### config.mk
export PLATFORM = sky130hd
export DESIGN_NAME = crst_div
export DESIGN_NICKNAME = d
export VERILOG_FILES = /design/src/sv/crst_pkg.sv /design/src/sv/crst_div.sv
export SDC_FILE = /design/constraint.sdc
export NUM_CORES = 2
export LEC_CHECK = 0
export BUFFER_PORTS_ARGS = -buffer_cell sky130_fd_sc_hd__buf_2
export CORE_UTILIZATION = 49
export CTS_BUF_LIST = sky130_fd_sc_hd__clkbuf_8
export DETAILED_ROUTE_END_ITERATION = 10
export PLACE_DENSITY = 0.6
export SYNTH_ARGS = -nofsm -noshare
export SYNTH_HDL_FRONTEND = slang
export SYNTH_SLANG_ARGS = --single-unit
### constraint.sdc
create_clock -name i_clk -period 6.3 [get_ports i_clk]
set_input_delay 0.63 -clock i_clk [delete_from_list [all_inputs] [get_ports i_clk]]
set_output_delay 0.63 -clock i_clk [all_outputs]
set_load 0.005 [all_outputs]
### src/sv/crst_pkg.sv
// Shared types and constants for the Catmull-Rom segment tessellator.
package crst_pkg;

    localparam int COORD_W        = 24;
    localparam int DET_W          = 6;
    localparam logic [DET_W-1:0] DETAIL_RESET = 6'd20;
    localparam int MAX_DETAIL_DEF = 63;

    // Coordinate division: biased numerator, denominator 2*d^3, quotient bits.
    localparam int NUM_W    = 48;
    localparam int DEN_W    = 20;
    localparam int QUO_W    = 28;
    localparam int QUO_BIAS = 134217728;   // 2^(QUO_W-1), keeps the numerator positive

    // Blend division: numerator 2*sum+d, denominator 2*d, same quotient depth.
    localparam int BL_DEN_W = 7;
    localparam int BL_NUM_W = BL_DEN_W + QUO_W - 1;
    localparam int BL_LANES = 4;

    typedef struct packed {
        logic signed [COORD_W-1:0] p0_x;
        logic signed [COORD_W-1:0] p0_y;
        logic signed [COORD_W-1:0] p1_x;
        logic signed [COORD_W-1:0] p1_y;
        logic signed [COORD_W-1:0] p2_x;
        logic signed [COORD_W-1:0] p2_y;
        logic signed [COORD_W-1:0] p3_x;
        logic signed [COORD_W-1:0] p3_y;
        logic [23:0]               color_start;
        logic [23:0]               color_end;
        logic [7:0]                alpha_start;
        logic [7:0]                alpha_end;
    } t_in_item;

    typedef struct packed {
        logic signed [COORD_W-1:0] vertex_x;
        logic signed [COORD_W-1:0] vertex_y;
        logic [23:0]               vertex_color;
        logic [7:0]                vertex_alpha;
        logic                      last_vertex;
    } t_out_item;

    typedef struct packed {
        logic             valid;
        logic             last;
        logic [DET_W-1:0] step;
        logic [DET_W-1:0] detail;
    } t_issue;

    typedef struct packed {
        logic [BL_LANES-1:0][BL_NUM_W-1:0] num;
        logic [BL_DEN_W-1:0]               den;
    } t_blend;

    typedef struct packed {
        logic                  valid;
        logic                  last;
        logic [1:0][NUM_W-1:0] num;
        logic [DEN_W-1:0]      den;
        t_blend                bl;
    } t_poly;

endpackage

### src/sv/crst_div.sv
// Pipelined restoring divider, one quotient bit per stage.
module crst_div #(
    parameter int NUM_W = crst_pkg::NUM_W,
    parameter int DEN_W = crst_pkg::DEN_W,
    parameter int QUO_W = crst_pkg::QUO_W
) (
    input  logic             i_clk,
    input  logic             i_en,
    input  logic [NUM_W-1:0] i_num,
    input  logic [DEN_W-1:0] i_den,
    output logic [QUO_W-1:0] o_quo
);
    logic [NUM_W-1:0] r_rem [QUO_W];
    logic [DEN_W-1:0] r_den [QUO_W];
    logic [QUO_W-1:0] r_quo [QUO_W];

    for (genvar s = 0; s < QUO_W; s++) begin : g_stage
        localparam int SH = QUO_W - 1 - s;
        logic [NUM_W-1:0] rem_in, sub, n_rem;
        logic [DEN_W-1:0] den_in;
        logic [QUO_W-1:0] quo_in, n_quo;

        if (s == 0) begin : g_first
            assign rem_in = i_num;
            assign den_in = i_den;
            assign quo_in = '0;
        end else begin : g_next
            assign rem_in = r_rem[s-1];
            assign den_in = r_den[s-1];
            assign quo_in = r_quo[s-1];
        end

        always_comb begin
            sub   = NUM_W'(den_in) << SH;
            n_quo = quo_in;
            n_rem = rem_in;
            if (rem_in >= sub) begin
                n_rem     = rem_in - sub;
                n_quo[SH] = 1'b1;
            end
        end

        always_ff @(posedge i_clk) begin
            if (i_en) begin
                r_rem[s] <= n_rem;
                r_den[s] <= den_in;
                r_quo[s] <= n_quo;
            end
        end
    end

    assign o_quo = r_quo[QUO_W-1];

endmodule

Word level (Yosys, flattened, before mapping)
Memories as Yosys holds them, arrays and structs flattened.
Index checks and enable logic that the tools add are counted.
{"block": "classes", "n_addsub": 28, "muxes": 58, "order_cmp": 28}
{"op": "two-way mux 48 bit", "count": 28}
{"op": ">= comparator 48 x 20 -> 1 bit", "count": 1}
{"op": ">= comparator 48 x 21 -> 1 bit", "count": 1}
{"op": ">= comparator 48 x 22 -> 1 bit", "count": 1}
{"op": ">= comparator 48 x 23 -> 1 bit", "count": 1}
{"op": ">= comparator 48 x 24 -> 1 bit", "count": 1}
{"op": ">= comparator 48 x 25 -> 1 bit", "count": 1}
{"op": ">= comparator 48 x 26 -> 1 bit", "count": 1}
{"op": ">= comparator 48 x 27 -> 1 bit", "count": 1}
{"op": ">= comparator 48 x 28 -> 1 bit", "count": 1}
{"op": ">= comparator 48 x 29 -> 1 bit", "count": 1}
{"op": ">= comparator 48 x 30 -> 1 bit", "count": 1}
{"op": ">= comparator 48 x 31 -> 1 bit", "count": 1}
{"op": ">= comparator 48 x 32 -> 1 bit", "count": 1}
{"op": ">= comparator 48 x 33 -> 1 bit", "count": 1}
{"op": ">= comparator 48 x 34 -> 1 bit", "count": 1}
{"op": ">= comparator 48 x 35 -> 1 bit", "count": 1}
{"op": ">= comparator 48 x 36 -> 1 bit", "count": 1}
{"op": ">= comparator 48 x 37 -> 1 bit", "count": 1}
{"op": ">= comparator 48 x 38 -> 1 bit", "count": 1}
{"op": ">= comparator 48 x 39 -> 1 bit", "count": 1}
{"op": ">= comparator 48 x 40 -> 1 bit", "count": 1}
{"op": ">= comparator 48 x 41 -> 1 bit", "count": 1}
{"op": ">= comparator 48 x 42 -> 1 bit", "count": 1}
{"op": "other kinds (34)", "count": 63}
{"block": "totals", "ff_bits": 0, "elab_cells": 117, "mem_count": 3, "ramBits": 2688, "in_bits": 70, "out_inout_bits": 28}
{"memory": "r_rem", "depth": 28, "width": 48, "rd": 27, "rd_ports_with_merged_regs": 0, "wr": 28, "line": "crst_div.sv:13", "rtl": "logic [NUM_W-1:0] r_rem [QUO_W];"}
{"memory": "r_quo", "depth": 28, "width": 28, "rd": 28, "rd_ports_with_merged_regs": 0, "wr": 28, "line": "crst_div.sv:15", "rtl": "logic [QUO_W-1:0] r_quo [QUO_W];"}
{"memory": "r_den", "depth": 28, "width": 20, "rd": 27, "rd_ports_with_merged_regs": 0, "wr": 28, "line": "crst_div.sv:14", "rtl": "logic [DEN_W-1:0] r_den [QUO_W];"}

Logic depth before layout (Yosys ltp)
An unclocked memory read counts as a cell.
{"block": "depth", "word_depth": 3, "mapped_depth": 16, "mapped_depth_nobuf": 14}

Worst setup path after synthesis
OpenSTA, ideal clock, no wires.
{"block": "synth_path", "path_type": "register to register", "startpoint": "memory r_rem[16][10]", "endpoint": "memory r_rem[17][40] (data pin)", "period_less_slack_ps": 3534, "path_stages_with_launch": 16, "t_arrival_ps": 3276, "setup_ps": 259, "required_time_ps": 6041, "path_slack_ps": 2766, "path_cell_list": "edfxtp_1 -> inv_1 -> ha_1 -> inv_1 -> fa_1 -> a21oi_1 -> o21bai_1 -> a2111oi_1 -> o31ai_1 -> a221oi_1 -> o21ai_0 -> a31oi_1 -> and3b_1 -> clkbuf_1 -> nand3_1 -> xnor2_1"}
{"item": "from (decl)", "line": "crst_div.sv:13"}

==> flow_summary_export.csv <==
group,metric,value,unit
status,outcome,"finished, final reports clean",
final_layout,final_cells,12600,
setup_path,critPathKind,"register to register",
floorplan,die_w,477,µm
clocking,cts_root_buf,"clkbuf_8",
synthesis,yosysWarnings,0,
clocking,clock_sinks,2242,
global_route,grt_max_degree,177,
global_route,gr-total-overflow,0,
clocking,clk_pin_slew_worst_paths,0.06,ns
clocking,clock_latency,1.08,ns
power_and_ir_drop,power.leakage,46.5,nW
synthesis,syn-mean-instance-area,12.4,µm²
timing,drv_slew,0,
synthesis,synth_cells,8909,
final_layout,multiInputGateArea,39700,µm²
synthesis,synth.most_common_cell,"edfxtp_1",
floorplan,rows,173,
floorplan,dieArea,227000,µm²
run,maxCapViolations,0,
floorplan,core_region_area,223000,µm²
synthesis,yosysTopAreaCell,"edfxtp_1",
timing,hold_ws,0.223,ns
synthesis,synth_area,110000,µm²
synthesis,synth_ff_type,"edfxtp_1",
final_layout,fillCellCount,18700,
final_layout,seq_area,67300,µm²
floorplan,die_h,477,µm
detailed_routing,vias,70200,
global_route,grt_pass1_vias,70100,
timing,hold_viol,0,
setup_path,cp-end-kind,"register",
synthesis,synth_top_cell_area_share,0.610,
setup_path,arrival,5.31,ns
floorplan,initial_core_util,0.495,
clocking,post_cts_buffers,0,
place,post-place-ws,1.77,ns
detailed_routing,first_pass_iters,6,
clocking,cts_made_buffers,386,
place,hpwl,192,mm
final_layout,num-nets-final,10000,
clocking,cts_tree,"built",
power_and_ir_drop,power.total,51.2,mW
synthesis,synth.net_count,9566,
setup_path,startpoint_type,"register",
clocking,cts_resized,0,
synthesis,ys_seq_area_frac,0.610,
detailed_routing,post-route-drc-count,0,
synthesis,ys_ff_latch,2242,
timing,slew_headroom,0.114,
timing,fin_skew,0.0916,ns
final_layout,fin_area,122000,µm²
hold_path,hold_class,"input port to register",
synthesis,yosys-top-cells-count,"edfxtp_1 (2,242), inv_1 (727), a21oi_1 (658), nor2_1 (610), nand2_1 (571)",
synthesis,yosysUniqueCellTypes,95,
detailed_routing,routedWlPerCell,20.7,µm
final_layout,final_util,0.547,
timing,tns,0,ns
final_layout,drive_gt1_frac,0.0867,
synthesis,synthTopCellsByArea,"edfxtp_1 (61%), ha_1 (6.3%), xnor2_1 (3.4%)",
detailed_routing,detail-route-antenna-nets,0,
power_and_ir_drop,ir_drop,0.221,mV
clocking,clk_path_buf_depth,4,
place,gp_congestion,0.913,
place,dp_cells,11900,
final_layout,syn2layout_area_growth,10.6,%
global_route,antenna_found_initial,5,
detailed_routing,routed_via_density,5.57,
power_and_ir_drop,powerDensity,419,nW/µm²
setup_path,cp.required,7.14,ns
timing,rsz0062_at_grt,"no",
timing,worst_pin_slew,1.30,ns
place,portBuffers,97,
place,place_area,115000,µm²
timing,worst_slack,1.83,ns
detailed_routing,drtIter0Drc,5245,
global_route,grt_pass1_wl,403,mm
timing,setup_viol,0,
timing,fmax,224,MHz
timing,fin_crit,4.47,ns
synthesis,synth_edf_count,2242,
floorplan,ios,98,
global_route,grt_usage,0.227,
detailed_routing,drt_wl_total,260,mm
setup_path,cp_max_fo,4,
timing,post-route-period-util,0.709,
synthesis,ys_async_sr_fraction,0,
clocking,htreeDepth,5,
## worst max-delay path, cell delays in order (launching register included)
cell	delay [ns]
edfxtp_1	0.35
inv_1	0.08
ha_1	0.15
inv_1	0.06
fa_1	0.41
a21o_1	0.21
a21oi_1	0.28
o211a_1	0.29
o31ai_1	0.15
nor4_1	0.42
o41ai_1	0.22
and3_1	0.27
a2111oi_0	1.02
nand3_1	0.20
xnor2_1	0.17
## cells by family after synthesis
group,after synthesis,synth area share
buffers and inverters,898,0.0310
AND/OR/NAND/NOR,2377,0.107
multiplexers,152,0.0154
AO/OA/AOI/OAI,1862,0.105
XOR/XNOR,791,0.0627
flip-flops,2242,0.610
adder cells (fa/ha/maj),587,0.0683
## power breakdown
group          internal (mW)  switching (mW)
combinational           7.12            9.50
sequential              20.3            2.19
clock                   6.26            5.82
## state kept, by name, summed over array words and instances, names as in the netlist
| name | cells |
|---|---|
| r_den | 540 |
| r_quo | 406 |
| r_rem | 1296 |
## worst paths after layout
check / cells after the start / endpoint / slack (ns) / start
worst max register to register: 14 / r_rem[26][37] / 1.83 / r_rem[25][1]
worst min register to register: 0 / r_quo[1][12] / 0.36 / r_quo[0][432]
worst max-delay path: 14 / r_rem[26][37] / 1.83 / r_rem[25][1]
worst min-delay path: 1 / r_rem[13][45] / 0.22 / i_en
## cell type report
type	instances	area share
Sequential cell	2242	0.551
Multi-Input combinational cell	5769	0.325
Clock buffer	389	0.0438
Tap cell	2975	0.0305
Inverter	729	0.0224
Timing Repair Buffer	220	0.0143
Clock inverter	281	0.0126
Antenna cell	4	0.0000820
## layer usage
metal	part of all wire	global-route usage
met1	0.40	0.270
met2	0.52	0.411
met3	0.037	0.0291
met4	0.040	0.0917
met5	0	0
## repair_timing
item,CTS,global route
setup endpoints to repair,0,0
hold buffers,68,0
endpoints found under the hold margin,68,0
## cell usage in the layout (no fill, tap or decap), types with 45 or more instances in the layout
master and n:
nand2b_1 104, clkinv_1 107, o21bai_1 60, clkbuf_8 389
xor2_1 364, nor4_1 183, a21o_1 234, nor2_1 610
o21ai_0 402, ha_1 560, nand2_1 570, nor2b_1 88
xnor2_1 427, nand4_1 102, a21oi_1 657, or3_1 75
nand3_1 156, nor3_1 182, inv_1 831, dlygate4sd3_1 68
o21a_1 96, edfxtp_1 2242, buf_2 96, a211oi_1 45
or4_1 66, clkinv_2 45, and3_1 49, mux2_2 144
No activity file was read; power rests on OpenSTA's default activity.
