## src/sv/crst_pkg.sv

```systemverilog
// Shared types and constants for the Catmull-Rom segment tessellator.
package crst_pkg;

    localparam int COORD_W        = 24;
    localparam int DET_W          = 6;
    localparam logic [DET_W-1:0] DETAIL_RESET = 6'd20;
    localparam int MAX_DETAIL_DEF = 63;

    // Coordinate division: biased numerator, denominator 2*d^3, quotient bits.
    localparam int NUM_W    = 48;
    localparam int DEN_W    = 20;
    localparam int QUO_W    = 28;
    localparam int QUO_BIAS = 134217728;   // 2^(QUO_W-1), keeps the numerator positive

    // Blend division: numerator 2*sum+d, denominator 2*d, same quotient depth.
    localparam int BL_DEN_W = 7;
    localparam int BL_NUM_W = BL_DEN_W + QUO_W - 1;
    localparam int BL_LANES = 4;

    typedef struct packed {
        logic signed [COORD_W-1:0] p0_x;
        logic signed [COORD_W-1:0] p0_y;
        logic signed [COORD_W-1:0] p1_x;
        logic signed [COORD_W-1:0] p1_y;
        logic signed [COORD_W-1:0] p2_x;
        logic signed [COORD_W-1:0] p2_y;
        logic signed [COORD_W-1:0] p3_x;
        logic signed [COORD_W-1:0] p3_y;
        logic [23:0]               color_start;
        logic [23:0]               color_end;
        logic [7:0]                alpha_start;
        logic [7:0]                alpha_end;
    } t_in_item;

    typedef struct packed {
        logic signed [COORD_W-1:0] vertex_x;
        logic signed [COORD_W-1:0] vertex_y;
        logic [23:0]               vertex_color;
        logic [7:0]                vertex_alpha;
        logic                      last_vertex;
    } t_out_item;

    typedef struct packed {
        logic             valid;
        logic             last;
        logic [DET_W-1:0] step;
        logic [DET_W-1:0] detail;
    } t_issue;

    typedef struct packed {
        logic [BL_LANES-1:0][BL_NUM_W-1:0] num;
        logic [BL_DEN_W-1:0]               den;
    } t_blend;

    typedef struct packed {
        logic                  valid;
        logic                  last;
        logic [1:0][NUM_W-1:0] num;
        logic [DEN_W-1:0]      den;
        t_blend                bl;
    } t_poly;

endpackage

```

## src/sv/crst_seq.sv

```systemverilog
// Step sequencer: latches one segment and issues steps 0..detail.
module crst_seq #(
    parameter int MAX_DETAIL = crst_pkg::MAX_DETAIL_DEF
) (
    input  logic                      i_clk,
    input  logic                      i_rst_n,
    input  logic                      i_en,
    input  logic                      i_in_valid,
    input  crst_pkg::t_in_item        i_in_item,
    input  logic [crst_pkg::DET_W-1:0] i_detail,
    output logic                      o_in_stall,
    output crst_pkg::t_issue          o_issue,
    output crst_pkg::t_in_item        o_item
);
    import crst_pkg::*;

    logic             r_busy;
    logic [DET_W-1:0] r_step;
    logic [DET_W-1:0] r_detail;
    t_in_item         r_item;
    logic [DET_W-1:0] n_detail;
    logic             accept;

    always_comb begin
        priority if (i_detail == '0) begin
            n_detail = DET_W'(1);
        end else if (i_detail > DET_W'(MAX_DETAIL)) begin
            n_detail = DET_W'(MAX_DETAIL);
        end else begin
            n_detail = i_detail;
        end
    end

    assign accept = i_in_valid && !r_busy;

    always_ff @(posedge i_clk) begin
        if (!i_rst_n) begin
            r_busy <= 1'b0;
        end else if (accept) begin
            r_busy <= 1'b1;
        end else if (r_busy && i_en && (r_step == r_detail)) begin
            r_busy <= 1'b0;
        end
    end

    always_ff @(posedge i_clk) begin
        if (accept) begin
            r_item   <= i_in_item;
            r_detail <= n_detail;
            r_step   <= '0;
        end else if (r_busy && i_en) begin
            r_step <= r_step + DET_W'(1);
        end
    end

    assign o_in_stall     = r_busy;
    assign o_issue.valid  = r_busy;
    assign o_issue.last   = (r_step == r_detail);
    assign o_issue.step   = r_step;
    assign o_issue.detail = r_detail;
    assign o_item         = r_item;

endmodule

```

## config.mk

```make
export PLATFORM = sky130hd
export DESIGN_NAME = crst_seq
export DESIGN_NICKNAME = d
export VERILOG_FILES = /design/src/sv/crst_pkg.sv /design/src/sv/crst_seq.sv
export SDC_FILE = /design/constraint.sdc
export NUM_CORES = 1
export LEC_CHECK = 0
export ABC_AREA = 1
export BUFFER_PORTS_ARGS = -buffer_cell sky130_fd_sc_hd__buf_2
export CORE_AREA = 3 3 205 207
export DETAILED_ROUTE_END_ITERATION = 10
export DIE_AREA = 0 0 208 210
export GPL_ROUTABILITY_DRIVEN = 0
export HOLD_SLACK_MARGIN = 0.03
export PLACE_DENSITY_LB_ADDON = 0.08
export SLEW_MARGIN = 25
export SYNTH_ARGS = -nofsm -noshare
export SYNTH_HDL_FRONTEND = slang
export SYNTH_SLANG_ARGS = --single-unit
```

## constraint.sdc

```tcl
create_clock -name i_clk -period 16.1 [get_ports i_clk]
set_input_delay 1.61 -clock i_clk [delete_from_list [all_inputs] [get_ports i_clk]]
set_output_delay 1.61 -clock i_clk [all_outputs]
set_load 0.05 [all_outputs]
```

## Yosys cells after proc, flatten, opt, wreduce, memory -nomap -nowiden

Cells that the tools add are included.
Widths: inputs -> output; s select.

- Add/sub/neg operators: 1
- Magnitude comparators: 1
- Equality and inequality tests: 1
- Muxes and demuxes: 3
- Reduce and logical (&&, ||, !) cells: 7

Operators by type and width:

| cell | number |
|---|---|
| $add 6x1->6 const B | 1 |
| $eq 6x6->1 | 1 |
| $gt 6x6->1 const B | 1 |
| $logic_not 6->1 | 1 |
| $mux 6 | 1 |
| $logic_and 1x1->1 | 3 |
| $mux 1 | 2 |
| $reduce_bool 2->1 | 1 |
| $reduce_or 2->1 | 1 |
| $logic_not 1->1 | 1 |

- Flip-flop bits (word level): 269
- Bits of input ports: 266
- Word-level logic and storage cells: 29

## Depth between registers and ports, before layout

Gate-level depths: netlist (run 1).

- Depth after elaboration: 4
- Mapped depth: 7

## Worst setup path before layout (run 1)

OpenSTA, ideal clock, no wires.

- Kind: input -> register
- Start: input port i_in_valid
- End: register r_step[2]
- Library setup time: 135 ps
- Arrival time: 14,035 ps
- Setup slack: 1,930 ps
- Cell stages on the path: 5
- Path buffers: 0
- Cells stage by stage: inv_1 -> nor2_1 -> inv_1 -> o21ai_0 -> a21oi_1

- Cells in the longest elaborated chain, start to end: 1

Ends and longest elaborated chain:

| what | line | RTL |
|---|---|---|
| from (decl) | crst_seq.sv:8 | `input logic i_in_valid,` |
| $logic_and 1x1->1 | crst_seq.sv:34 | `assign accept = i_in_valid && !r_busy;` |
| net accept | crst_seq.sv:22 | `logic accept;` |
| to (signal assigned) | crst_seq.sv:52 | `r_step <= r_step + DET_W'(1);` |
| to (decl) | crst_seq.sv:18 | `logic [DET_W-1:0] r_step;` |

The timed path passes the listed nets, and every way through them passes these cells.
A chain may end at the register's enable or synchronous reset.

## Final worst setup path (run 1)

- Start: input port i_in_valid
- End: register r_item, in the netlist o_item[144], enable pin

- Cells in the longest elaborated chain, start to end: 1

Ends and longest elaborated chain:

| what | line | RTL |
|---|---|---|
| $logic_and 1x1->1 | crst_seq.sv:34 |  |
| net accept | crst_seq.sv:22 |  |
| to (signal assigned) | crst_seq.sv:48 | `r_item <= i_in_item;` |
| to (decl) | crst_seq.sv:20 | `t_in_item r_item;` |

The timed path passes the listed nets, and every way through them passes these cells.

==> run_results.csv, run 1 <==
group,metric,value,unit
outcome,outcome,"finished clean",
global_route,grt_remaining_overflow,0,
detailed_routing,postRouteWirelength,27800,um
timing,finalMaxSlewViolations,0,
clocking,clock_sinks,269,
clocking,cts_made_buffers,31,
global_route,grt_antenna_before_repair,8,
yosys,yosys.cell_types.count,18,
cells_and_area,final_cell_count_no_fill,1470,
setup_path,r2r_cells,4,
detailed_routing,dr.pass1.iters,4,
global_route,met3_usage,5.83,%
clocking,cts_root_buf,"clkbuf_16",
setup_path,reg2reg_from,"o_in_stall",
floorplan,die_area,0.0437,sq mm
global_route,grtUsageMet2,21.4,%
timing,min_period_over_period,26.4,%
setup_path,path_max_fanout,75,
cells_and_area,layout_common_cells,"buf_2, edfxtp_1, clkbuf_16",
clocking,cts_hold_buf,0,
power,peakVddDrop,0.0741,mV
floorplan,start_util,20.6,%
floorplan,die_y,210,um
hold_path,hp-start,"r_step[0]",
timing,setup_viol,0,
setup_path,startpoint,"i_in_valid",
detailed_routing,dr_total_vias,5351,
cells_and_area,nFillCells,4139,
detailed_routing,vias_per_cell,3.64,
hold_path,hold_end,"r_step[0]",
yosys,ys_seq_elements,269,
detailed_routing,ant_nets,0,
global_route,grtUsageTotal,11.9,%
power,leakage,5.37,nW
timing,rsz0062_at_grt,"false",
hold_path,hold_path_depth,2,
global_route,grt_pass1_vias,5536,
timing,hold_violations,0,
floorplan,rows,74,
timing,tightestPinTransition,1.00,ns
global_route,grt_max_degree,76,
clocking,clk_pin_slew_worst_paths,0.06,ns
yosys,postSynthCellCount,345,
global_route,busiest_layer,"met2",
yosys,yosysTopAreaCellShare,94.3,%
setup_path,critPathLaunchType,"input port",
run,maxCapViolCount,0,
detailed_routing,route.detailed.drc,0,
setup_path,rr_endpoint,"o_item[144]",
hold_path,min_path_type,"reg2reg",
global_route,grt_pass1_wl,38400,um
cells_and_area,final_common_cell,"buf_2",
floorplan,die_x,208,um
yosys,ys_seq_area_share,96.0,%
power,power_density,135,mW/mm^2
clocking,clockBufferDepth,3,
yosys,synth_warnings,0,
yosys,syn_nets,612,
timing,worst_clock_skew,0.0149,ns
global_route,met1_usage,12.3,%
yosys,netlist_top_cells_area,"edfxtp_1, dfxtp_1, nand2_1",
clocking,cts_setup_buffers,0,
yosys,syn_area,0.00834,sq mm
setup_path,required,16.28,ns
yosys,yosysTopAreaCell,"edfxtp_1",
cells_and_area,drive_gt1_share,63.1,%
setup_path,reg2reg_setup_slack,12.65,ns
timing,slew_headroom,33.2,%
setup_path,arrival,4.43,ns
clocking,worstSkewPairLatency,0.56,ns
cells_and_area,area_growth,51.7,%
timing,clock.fmax,0.235,GHz
floorplan,coreArea,0.0406,sq mm
timing,tns,0,ns
floorplan,io_pins,537,
clocking,cts_tree,"done",
clocking,cts_resized,0,
placement,placed_cells,1411,
detailed_routing,drt_iter0_markers,174,
detailed_routing,wire_per_inst,18.9,um
timing,finalCriticalPeriod,4.25,ns
placement,io_buffer_count,536,
setup_path,crit_type,"in2reg",
clocking,htreeDepth,1,
setup_path,cp-end-kind,"flip-flop",
placement,hpwl,21500,um
yosys,syn_area_per_cell,24.2,sq um
cells_and_area,nets,1179,
worst max path at each step:
stage	end	cells after the start
2_1_floorplan	r_step[2]	5
3_3_place_gp	o_item[58]	6
3_5_place_dp	o_item[85]	6
4_1_cts	o_item[106]	6
5_1_grt	o_item[144]	6
6_report	o_item[144]	6
final cells by class:
type	count	area, sq um	share of cell area [%]
Tap cell	532	666	5.26
Sequential cell	269	8010	63.3
Timing Repair Buffer	540	2710	21.4
Clock buffer	38	802	6.34
Clock inverter	19	145	1.15
Inverter	16	60.1	0.475
Multi-Input combinational cell	54	256	2.03
Antenna cell	2	5.00	0.0395
logic make-up (layout without fill, tap and decap cells):
| family | Yosys count | after routing | synth area share, % |
|---|---|---|---|
| adder cells (fa/ha/maj) | 1 | 1 | 0.150 |
| AND/OR/NAND/NOR | 46 | 46 | 2.38 |
| other | 0 | 2 | 0 |
| buffers and inverters | 22 | 613 | 1.03 |
| flip-flops | 269 | 269 | 96.0 |
| AO/OA/AOI/OAI | 7 | 7 | 0.450 |
power by group:
group	internal (mW)	switching, mW	total [mW]
Clock	0.384	0.280	0.664
Combinational	0.0481	0.176	0.224
Sequential	0.816	0.00953	0.825
Total	1.25	0.465	1.71
critical path, stage by stage:
cell and delay [ns]:
buf_2 0.09, inv_1 0.05, nor2_4 0.06, buf_4 0.73, buf_4 0.88, buf_4 0.85
per-layer routing:
| layer | part of all wire, % | wire [um] |
|---|---|---|
| met2 | 52 | 14400 |
| met1 | 34 | 9540 |
| met4 | 2.2 | 616 |
| met5 | 0.28 | 79 |
| met3 | 11 | 3150 |
through the flow:
stage	power (mW)	hold WS [ns]	cell area (sq um)	util, %	setup WS (ns)
floorplan	1.00	0.731	8340	-	1.93
global placement	1.07	0.537	11700	28.9	11.21
detailed placement	1.07	0.539	11700	28.9	11.20
CTS	1.75	0.548	12600	31.2	11.80
global route	1.79	0.569	12600	31.2	11.65
finish	1.71	0.546	12700	31.2	11.85
flip-flops by register name (all words and copies together) (netlist names):
register / count
r_detail: 6
o_item: 256
o_in_stall: 1
r_step: 6
cell usage after synthesis, drive strengths merged:
master / instances
dfxtp: 7
buf: 1
nand4: 1
nand3: 1
a21oi: 3
ha: 1
nor2: 15
a21o: 1
nor3: 3
nand2: 26
clkbuf: 5
edfxtp: 262
inv: 16
o21ai: 3
No activity file was read; power rests on OpenSTA's default activity.
==> inputs of run 2 (changes only) <==
Clock period 16.1 ns to 4.1 ns, I/O delays scaled along.
==> run 2 against run 1 <==
  * Wire length is 1.6% higher
  * Utilization is 4.5 points higher
  * Combinational power grew to 4.6 times the previous value
  * Critical path depth is 1 higher
  * Worst setup slack worse by 9.8 ns
  * Largest power group unchanged
==> run_results.csv, run 2 (synthesis gave the netlist of run 1 again) <==
group,metric,value,unit
power,power_density,498,mW/mm^2
detailed_routing,route.detailed.drc,0,
global_route,grtUsageTotal,12.5,%
setup_path,slowest_stage,"dfxtp_1",
power,leakage,6.13,nW
cells_and_area,nets,1346,
timing,finalCriticalPeriod,2.08,ns
setup_path,cp-end-kind,"output port",
clocking,worstSkewPairLatency,0.51,ns
clocking,htreeDepth,2,
clocking,cts_root_buf,"clkbuf_16",
global_route,grt_max_degree,79,
floorplan,io_pins,537,
global_route,grt_antenna_before_repair,7,
detailed_routing,ant_nets,0,
setup_path,rr_endpoint,"o_item[242]",
setup_path,r2r_cells,3,
cells_and_area,layout_common_cells,"buf_2, edfxtp_1, dlygate4sd3_1",
timing,hold_violations,0,
power,peakVddDrop,0.331,mV
timing,worst_clock_skew,0.0121,ns
power,p_total,7.22,mW
cells_and_area,final_common_cell,"buf_2",
timing,clock.fmax,0.481,GHz
detailed_routing,drt_iter0_markers,163,
cells_and_area,nFillCells,4043,
setup_path,reg2reg_from,"o_in_stall",
clocking,cts_resized,0,
timing,min_period_over_period,50.7,%
timing,rsz0062_at_grt,"false",
cells_and_area,drive_gt1_share,54.1,%
floorplan,die_area,0.0437,sq mm
floorplan,start_util,20.6,%
timing,tightestPinTransition,0.602,ns
placement,placed_cells,1413,
floorplan,rows,74,
setup_path,slowest_delay,0.43,ns
timing,tns,0,ns
detailed_routing,dr.pass1.iters,5,
clocking,cts_setup_buffers,0,
clocking,cts_hold_buf,161,
clocking,cts_made_buffers,35,
cells_and_area,final_cell_count_no_fill,1636,
timing,finalMaxSlewViolations,0,
run,maxCapViolCount,0,
timing,setup_viol,0,
placement,hpwl,21500,um
global_route,grt_pass1_wl,40600,um
setup_path,crit_type,"reg2out",
floorplan,die_y,210,um
setup_path,critPathLaunchType,"flip-flop",
setup_path,startpoint,"r_step[4]",
setup_path,required,3.69,ns
detailed_routing,dr_total_vias,5859,
clocking,clk_pin_slew_worst_paths,0.06,ns
setup_path,reg2reg_setup_slack,2.28,ns
cells_and_area,largest_register_ff_count,256,
setup_path,path_max_fanout,6,
clocking,cts_tree,"done",
floorplan,die_x,208,um
detailed_routing,wire_per_inst,17.3,um
placement,placed_area,0.0118,sq mm
setup_path,endpoint,"o_issue[12]",
setup_path,crit_chain,"inv_1 > nand2_1 > nand2_1 > nor2_1 > nand3_1 > inv_1 > buf_2",
placement,io_buffer_count,536,
cells_and_area,finalInstanceArea,0.0145,sq mm
timing,slew_headroom,59.8,%
hold_path,min_path_type,"in2reg",
cells_and_area,area_growth,73.8,%
floorplan,coreArea,0.0406,sq mm
global_route,grt_pass1_vias,6351,
global_route,grt_remaining_overflow,0,
clocking,clockBufferDepth,3,
setup_path,arrival,1.67,ns
outcome,outcome,"finished clean",
detailed_routing,postRouteWirelength,28300,um
detailed_routing,vias_per_cell,3.58,
clocking,clock_sinks,269,
hold_path,hold_path_depth,1,
-- run 2: cell type report --
type	instances	area, sq um	area share [%]
Multi-Input combinational cell	54	256	1.77
Sequential cell	269	8010	55.3
Timing Repair Buffer	703	4390	30.3
Clock buffer	45	956	6.59
Antenna cell	2	5.00	0.0345
Inverter	16	62.6	0.431
Tap cell	532	666	4.59
Clock inverter	15	153	1.05
-- run 2: metrics by stage --
| stage | hold WS (ns) | setup slack (ns) | utilization (%) |
|---|---|---|---|
| 6_report | 0.0682 | 2.02 | 35.8 |
| 5_1_grt | 0.0311 | 1.88 | 35.8 |
| 4_1_cts | 0.0300 | 1.96 | 35.7 |
| 3_5_place_dp | 0.543 | 2.03 | 29.0 |
| 3_3_place_gp | 0.538 | 2.03 | 29.0 |
| 2_1_floorplan | 0.509 | -0.931 | - |
-- run 2: critical path, delay by kind of cell (launching register included) --
family / cells / cell delay (ns)
buffers and inverters: 3 / 0.38
and+or+nand+nor: 4 / 0.33
DFF: 1 / 0.43
-- run 2: worst min-delay path by stage --
stage / endpoint / slack [ns] / start
finish: o_item[11] / 0.07 / i_in_item[11]
global route: o_item[80] / 0.03 / i_in_item[80]
CTS: o_item[80] / 0.03 / i_in_item[80]
detailed placement: r_step[1] / 0.54 / r_step[1]
global placement: r_step[1] / 0.54 / r_step[1]
floorplan: o_item[0] / 0.51 / i_in_item[0]
-- run 2: where the power goes --
group | switching (mW) | internal (mW) | total (mW)
Clock | 1.13 | 1.83 | 2.97
Sequential | 0.0387 | 3.20 | 3.24
Combinational | 0.718 | 0.299 | 1.02
-- run 2: routing by layer --
metal | vias up | track usage (%) | part of all wire (%)
met5 | - | 0 | 0.11
li1 | 2795 | - | -
met4 | 6 | 4.84 | 2.6
met3 | 52 | 5.33 | 10
met1 | 2708 | 13.5 | 36
met2 | 298 | 21.7 | 51
